File: config.mk
export PLATFORM = sky130hd
export DESIGN_NAME = keyboard_controller
export DESIGN_NICKNAME = d
export VERILOG_FILES = /design/src/hdl/kbc_pkg.sv /design/src/hdl/kbc_in_stage.sv /design/src/hdl/kbc_core.sv /design/src/hdl/kbc_out_stage.sv /design/src/hdl/keyboard_controller.sv
export SDC_FILE = /design/constraint.sdc
export NUM_CORES = 1
export LEC_CHECK = 0
export ABC_AREA = 1
export ABC_CLOCK_PERIOD_IN_PS = 2100
export BUFFER_PORTS_ARGS = -buffer_cell sky130_fd_sc_hd__buf_4
export CAP_MARGIN = 20
export CORE_ASPECT_RATIO = 1.2
export CORE_MARGIN = 2
export CORE_UTILIZATION = 50
export CTS_CLUSTER_DIAMETER = 50
export DETAILED_ROUTE_END_ITERATION = 6
export GPL_ROUTABILITY_DRIVEN = 1
export PLACE_DENSITY = 0.68
export SETUP_SLACK_MARGIN = 0.5
export SLEW_MARGIN = 25
export SYNTH_ARGS = -nofsm -noshare
export SYNTH_HDL_FRONTEND = slang
export SYNTH_SLANG_ARGS = --single-unit
File: constraint.sdc
create_clock -name clk -period 2.1 [get_ports clk]
set_input_delay 0.21 -clock clk [delete_from_list [all_inputs] [get_ports clk]]
set_output_delay 0.21 -clock clk [all_outputs]
set_load 0.05 [all_outputs]
File: src/hdl/kbc_pkg.sv
package kbc_pkg;

  localparam int FIFO_DEPTH_DEF = 8;
  localparam int HELD_SLOTS_DEF = 8;

  localparam int KEY_W  = 8;
  localparam int WORD_W = 16;

  localparam logic [1:0] KIND_DOWN = 2'd0;
  localparam logic [1:0] KIND_UP   = 2'd1;
  localparam logic [1:0] KIND_CMD  = 2'd2;

  localparam logic [WORD_W-1:0] CMD_CLEAR   = 16'd0;
  localparam logic [WORD_W-1:0] CMD_POP     = 16'd1;
  localparam logic [WORD_W-1:0] CMD_TEST    = 16'd2;
  localparam logic [WORD_W-1:0] CMD_SET_MSG = 16'd3;

  typedef struct packed {
    logic [1:0]        kind;
    logic [KEY_W-1:0]  key_code;
    logic [WORD_W-1:0] command;
    logic [WORD_W-1:0] operand;
  } item_t;

  typedef struct packed {
    logic              read_valid;
    logic [WORD_W-1:0] read_data;
    logic              irq_valid;
    logic [WORD_W-1:0] irq_message;
  } result_t;

endpackage

File: src/hdl/kbc_in_stage.sv
module kbc_in_stage (
  input  logic          clk,
  input  logic          rst_n,
  input  logic          in_tvalid,
  output logic          in_tready,
  input  logic [39:0]   in_tdata,   // key_code, command, operand
  input  logic [1:0]    in_tuser,   // kind
  input  logic          advance,
  output logic          item_valid,
  output kbc_pkg::item_t item
);
  import kbc_pkg::*;

  logic  valid_r;
  item_t item_r;

  assign in_tready  = !valid_r || advance;
  assign item_valid = valid_r;
  assign item       = item_r;

  always_ff @(posedge clk) begin
    if (!rst_n) begin
      valid_r <= 1'b0;
    end else if (in_tready) begin
      valid_r <= in_tvalid;
    end
  end

  always_ff @(posedge clk) begin
    if (in_tready && in_tvalid) begin
      item_r.kind     <= in_tuser;
      item_r.key_code <= in_tdata[7:0];
      item_r.command  <= in_tdata[23:8];
      item_r.operand  <= in_tdata[39:24];
    end
  end

endmodule

File: src/hdl/kbc_core.sv
module kbc_core #(
  parameter int FIFO_DEPTH = kbc_pkg::FIFO_DEPTH_DEF,
  parameter int HELD_SLOTS = kbc_pkg::HELD_SLOTS_DEF
) (
  input  logic             clk,
  input  logic             rst_n,
  input  logic             fire,
  input  kbc_pkg::item_t   item,
  output kbc_pkg::result_t result
);
  import kbc_pkg::*;

  localparam int CW  = $clog2(FIFO_DEPTH + 1);
  localparam int FIW = $clog2(FIFO_DEPTH);
  localparam int SIW = $clog2(HELD_SLOTS);

  logic [KEY_W-1:0]  fifo_r [FIFO_DEPTH];
  logic [KEY_W-1:0]  fifo_nxt [FIFO_DEPTH];
  logic [KEY_W-1:0]  fifo_sh [FIFO_DEPTH];
  logic [CW-1:0]     count_r, count_nxt;
  logic [KEY_W-1:0]  held_r [HELD_SLOTS];
  logic [KEY_W-1:0]  held_nxt [HELD_SLOTS];
  logic [WORD_W-1:0] msg_r, msg_nxt;
  logic              free_found;
  logic [SIW-1:0]    free_idx;
  logic              test_hit;

  always_comb begin
    for (int i = 0; i < FIFO_DEPTH - 1; i++) begin
      fifo_sh[i] = fifo_r[i + 1];
    end
    fifo_sh[FIFO_DEPTH-1] = fifo_r[FIFO_DEPTH-1];
  end

  always_comb begin
    free_found = 1'b0;
    free_idx   = '0;
    test_hit   = 1'b0;
    for (int i = 0; i < HELD_SLOTS; i++) begin
      if (!free_found && held_r[i] == '0) begin
        free_found = 1'b1;
        free_idx   = SIW'(i);
      end
      if (held_r[i] == item.operand[7:0]) begin
        test_hit = 1'b1;
      end
    end
  end

  always_comb begin
    fifo_nxt  = fifo_r;
    count_nxt = count_r;
    held_nxt  = held_r;
    msg_nxt   = msg_r;
    result    = '0;
    case (item.kind)
      KIND_DOWN: begin
        held_nxt[free_idx] = item.key_code;
        if (count_r < CW'(FIFO_DEPTH)) begin
          fifo_nxt[count_r[FIW-1:0]] = item.key_code;
          count_nxt = count_r + CW'(1);
        end else begin
          fifo_nxt = fifo_sh;
          fifo_nxt[FIFO_DEPTH-1] = item.key_code;
        end
        if (msg_r != '0) begin
          result.irq_valid   = 1'b1;
          result.irq_message = msg_r;
        end
      end
      KIND_UP: begin
        if (item.key_code != '0) begin
          for (int i = 0; i < HELD_SLOTS; i++) begin
            if (held_r[i] == item.key_code) begin
              held_nxt[i] = '0;
            end
          end
        end
        if (msg_r != '0) begin
          result.irq_valid   = 1'b1;
          result.irq_message = msg_r;
        end
      end
      KIND_CMD: begin
        unique case (item.command)
          CMD_CLEAR: begin
            count_nxt = '0;
          end
          CMD_POP: begin
            result.read_valid = 1'b1;
            if (count_r != '0) begin
              result.read_data = {{(WORD_W-KEY_W){1'b0}}, fifo_r[0]};
              fifo_nxt  = fifo_sh;
              count_nxt = count_r - CW'(1);
            end
          end
          CMD_TEST: begin
            result.read_valid = 1'b1;
            result.read_data  = {{(WORD_W-1){1'b0}},
                                 (item.operand != '0) && (item.operand[15:8] == '0) && test_hit};
          end
          CMD_SET_MSG: begin
            msg_nxt = item.operand;
          end
          default: begin
          end
        endcase
      end
      default: begin
      end
    endcase
  end

  always_ff @(posedge clk) begin
    if (!rst_n) begin
      for (int i = 0; i < FIFO_DEPTH; i++) begin
        fifo_r[i] <= '0;
      end
      for (int i = 0; i < HELD_SLOTS; i++) begin
        held_r[i] <= '0;
      end
      count_r <= '0;
      msg_r   <= '0;
    end else if (fire) begin
      fifo_r  <= fifo_nxt;
      held_r  <= held_nxt;
      count_r <= count_nxt;
      msg_r   <= msg_nxt;
    end
  end

endmodule

File: src/hdl/kbc_out_stage.sv
module kbc_out_stage (
  input  logic             clk,
  input  logic             rst_n,
  input  logic             item_valid,
  input  kbc_pkg::result_t result,
  output logic             advance,
  output logic             out_tvalid,
  input  logic             out_tready,
  output logic [31:0]      out_tdata,  // read_data, irq_message
  output logic [1:0]       out_tuser   // read_valid, irq_valid
);
  import kbc_pkg::*;

  logic    valid_r;
  result_t result_r;

  assign advance    = item_valid && (!valid_r || out_tready);
  assign out_tvalid = valid_r;
  assign out_tdata  = {result_r.irq_message, result_r.read_data};
  assign out_tuser  = {result_r.irq_valid, result_r.read_valid};

  always_ff @(posedge clk) begin
    if (!rst_n) begin
      valid_r <= 1'b0;
    end else if (!valid_r || out_tready) begin
      valid_r <= item_valid;
    end
  end

  always_ff @(posedge clk) begin
    if (advance) begin
      result_r <= result;
    end
  end

endmodule

File: src/hdl/keyboard_controller.sv
// Keyboard controller for a 16-bit CPU.
// Input channel: one transaction per key event or CPU command. in_tuser carries
// the kind (key down, key up, command); in_tdata carries key_code, command and
// operand. Result channel: exactly one transaction per input transaction, in
// order. out_tuser flags a register C answer and an interrupt; out_tdata
// carries read_data and irq_message (each zero when its flag is low).
// Path: each input transaction is held in the input register, and its result
// is captured in the result register.
// Throughput: one transaction per cycle while out_tready is high; the held-slot
// scan, the typed-key shift and all state updates are combinational between
// the input register and the result register.
// Reset: the typed-key FIFO and held slots are zeroed, the count is cleared
// and interrupts are off; both channels come up empty.
// Stall: while out_tready is low the result register holds, the input register
// holds its item, and in_tready drops once both are full. No transaction is
// lost or repeated.
module keyboard_controller #(
  parameter int FIFO_DEPTH = kbc_pkg::FIFO_DEPTH_DEF,
  parameter int HELD_SLOTS = kbc_pkg::HELD_SLOTS_DEF
) (
  input  logic        clk,
  input  logic        rst_n,
  input  logic        in_tvalid,
  output logic        in_tready,
  input  logic [39:0] in_tdata,   // key_code[7:0], command[23:8], operand[39:24]
  input  logic [1:0]  in_tuser,   // kind[1:0]
  output logic        out_tvalid,
  input  logic        out_tready,
  output logic [31:0] out_tdata,  // read_data[15:0], irq_message[31:16]
  output logic [1:0]  out_tuser   // read_valid[0], irq_valid[1]
);
  import kbc_pkg::*;

  logic    item_valid;
  logic    advance;
  item_t   item;
  result_t result;

  kbc_in_stage u_in_stage (
    .clk        (clk),
    .rst_n      (rst_n),
    .in_tvalid  (in_tvalid),
    .in_tready  (in_tready),
    .in_tdata   (in_tdata),
    .in_tuser   (in_tuser),
    .advance    (advance),
    .item_valid (item_valid),
    .item       (item)
  );

  kbc_core #(
    .FIFO_DEPTH (FIFO_DEPTH),
    .HELD_SLOTS (HELD_SLOTS)
  ) u_core (
    .clk    (clk),
    .rst_n  (rst_n),
    .fire   (advance),
    .item   (item),
    .result (result)
  );

  kbc_out_stage u_out_stage (
    .clk        (clk),
    .rst_n      (rst_n),
    .item_valid (item_valid),
    .result     (result),
    .advance    (advance),
    .out_tvalid (out_tvalid),
    .out_tready (out_tready),
    .out_tdata  (out_tdata),
    .out_tuser  (out_tuser)
  );

endmodule
==> results.md <==
- H-tree levels: 1
- RSZ-0062 raised after global routing: yes
- Async set-reset flop share out of synthesis: 0%
- Clk network pwr share: 46.0%
- Worst Hold Class: in2reg
- Clock Skew: around 0.016 ns
- Via Count: around 11,000
- Synth Instances: between 1,000 and 1,500
- Grt ovf: 0
- Antenna Cells: 0
- Sequential power share: between 40% and 50%
- Initial Util: roughly 50%
- Mapped Avg Cell Area: roughly 8 um2
- Slew @ Worst Pin: 0.731 ns
- Min Hold Slack: roughly 0.045 ns
- Drc violations: 0
- Final Cycle Share: a little over nine tenths
- NetSw: approximately 2.8 mW
- PwrDens: 715 nW/um2
- Largest net degree at the start of global routing: just under 70
- Critical path class: reg2reg
- Worst Setup End Kind: register
- Slew Viols, Final: 0
- Critical path peak fanout: 6
- Die H: 165 um
- DRT Pass-1 Iters: 6
- DIE AREA: 22,700 um2
- Synth top area share: between 20 and 30%
- CTS tree: yes
- HPWL Detailed: 22,000 um
- Pre-CTS setup slack: 0.0443 ns
- Final layout net count: ~1,600
- Register bit total from synthesis: 218
- CTS sink count: between 200 and 250
- Yosys top cell by area: dfxtp_1
- Area contributors post-synth: dfxtp_1 28%, edfxtp_1 19%, nand2_1 11%
- Placed cell count: 1,710
- Top Ports: just over 80
- Leakage power figure: 6.14 nW
- Via density per instance: about 5.7
- Final WS setup: roughly 0.057 ns
- Drt initial violations: just under 800
- Seq/Total Area, Yosys: 47.0%
- Final Hold Fails: 0
- Critical Path Start Type: register
- Global placement routability congestion: roughly 1
- TritonCTS Buffers: 27
- Clock buffer depth: 3
- Die X: between 100 and 150 um
- Core area: between 20,000 and 25,000 um2
- Number of distinct library cells after synthesis: between 40 and 50
- Post-route setup TNS: 0 ns
- Non-filler cells, final: 1,879
- Max-cap violations: 0
- Worst Path Arrival: ~2.5 ns
- Total track usage: a little over 30%
- Port Buffers: 73
- Post-DRT Antenna Nets: 0
- FMAX: between 400 and 500 MHz
- Peak VDD IR: about 0.7 mV
- Final min period: just over 2 ns
- Final Setup Violations: 0
- Post-Syn Area: 10,700 um2
- Relative slew slack: between 50% and 60%
- Post-synth EDFFs: 68
- Area grow syn2layout: 39.8%
- Required @ worst endpoint: around 2.5 ns
- WL per Instance: between 15 and 20 um
- Combinational power share: 12.0%
- Outcome: completed
- CTS Root Cell: clkbuf_16
- Row count: a little under 60
- Layout cell share with drive strength beyond 1: 31.4%
- Top_reg_cell synth: dfxtp_1
- Sw Ratio: between 20% and 30%
- Clock-pin slew on the worst setup and hold paths: roughly 0.06 ns
- Fillers: around 1,600
- Vias in the first global route: about 10,000
- Yosys warning total: 0
- First-pass GRT wire length: 53,200 um
- Initial antenna violation count: 0
- Routed WL: 35,100 um
- Worst-skew pair later-pin latency: around 0.55 ns
- Internal power: 7.93 mW
layout by cell type, fill, tap and decap left out, types with 44 or more instances in the layout:
master,n
buf_4,184
dfxtp_1,120
nand3_2,45
nor2_1,116
edfxtp_1,68
nand3_1,69
a21oi_1,91
nand2_1,278
inv_1,73
dlygate4sd3_1,44
cell families (layout without fill, tap and decap cells):
logic type / count (synthesis) / in the layout / share of synthesized area [%]
AND/OR/NAND/NOR: 679 / 680 / 28.3
flip-flops: 218 / 218 / 47.0
AO/OA/AOI/OAI: 207 / 207 / 12.0
buffers and inverters: 159 / 422 / 6.55
XOR/XNOR: 71 / 71 / 5.79
adder cells (fa/ha/maj): 3 / 3 / 0.350
other: 1 / 8 / 0.0349
flip-flops by register name, summed over array words and instances (netlist names):
signal                  count
u_in_stage.item            42
u_out_stage.out_tvalid      1
u_core.msg_r               16
u_out_stage.out_tuser       2
u_core.fifo_r              64
u_out_stage.out_tdata      24
u_core.count_r              4
u_in_stage.item_valid       1
u_core.held_r              64
final timing paths:
check,startpoint,endpoint,slack (ns),depth (start not counted)
hold reg to reg,u_core.msg_r[0]$_SDFFE_PN0P_,u_core.msg_r[0]$_SDFFE_PN0P_,0.48,2
setup / recovery,u_in_stage.item[20]$_DFFE_PP_,u_core.fifo_r[17]$_SDFFE_PN0P_,0.06,10
setup reg to reg,u_in_stage.item[20]$_DFFE_PP_,u_core.fifo_r[17]$_SDFFE_PN0P_,0.06,10
hold / removal,out_tready,u_in_stage.item_valid$_SDFFE_PN0N_,0.04,4
layer usage:
metal / share of wire, % / GRT usage, % / vias up / wire (um)
met5: 0 / 0 / - / 0
met4: 5.0 / 14.8 / 0 / 1770
met3: 7.9 / 4.76 / 143 / 2770
met2: 49 / 52.8 / 484 / 17300
met1: 38 / 35.8 / 5061 / 13200
li1: - / - / 4983 / -
per-stage QoR:
| stage | power, mW | cell area [um2] | util [%] |
|---|---|---|---|
| floorplan | 5.22 | 11000 | - |
| global placement | 5.62 | 12200 | 58.0 |
| detailed placement | 5.64 | 12200 | 58.0 |
| CTS | 10.7 | 14600 | 69.3 |
| global route | 11.0 | 15000 | 71.3 |
| finish | 10.7 | 15000 | 71.3 |
final cells by class:
cell class / instances / area, um2 / area share, %
clock buffer: 32 / 714 / 4.76
sequential: 218 / 5120 / 34.1
timing repair buffer: 277 / 2500 / 16.7
inverter: 95 / 384 / 2.56
multi-input combinational: 969 / 5700 / 38.0
tap: 270 / 338 / 2.25
clock inverter: 18 / 249 / 1.66
power by group through the flow:
stage	Combinational (mW)	Sequential, mW	Clock, mW
floorplan	0.573	4.65	0
global placement	1.01	4.61	0
detailed placement	1.02	4.61	0
CTS	1.20	4.51	4.98
global route	1.36	4.52	5.16
finish	1.29	4.51	4.93
critical path: stages, from the launching register on:
cell,delay [ns]
edfxtp_1,0.40
nor2_2,0.17
nand2_2,0.10
nor4_4,0.27
nand2_2,0.12
nand2_4,0.10
nand3_4,0.17
nor2_4,0.23
buf_12,0.15
nand3_2,0.08
o211a_1,0.15
cells in the mapped netlist, drive strengths merged (8+ instances only):
cell / instances
nand2: 314
nor2: 152
dfxtp: 150
nand3: 117
a21oi: 101
inv: 95
edfxtp: 68
o21ai: 57
o211a: 40
xnor2: 39
nand4: 38
buf: 35
xor2: 32
clkbuf: 29
nor3: 22
or2: 14
nor4: 11
and3: 8
repair_timing:
item / CTS / global route
cloned: 3 / 1
setup buffers: 51 / 20
resized for setup: 140 / 76
endpoints found under the setup margin: 157 / 167
hold buffers: 44 / 0
pin swaps: 90 / 50
endpoints found under the hold margin: 44 / 0
Note: power is estimated with default switching activity, not from simulation.
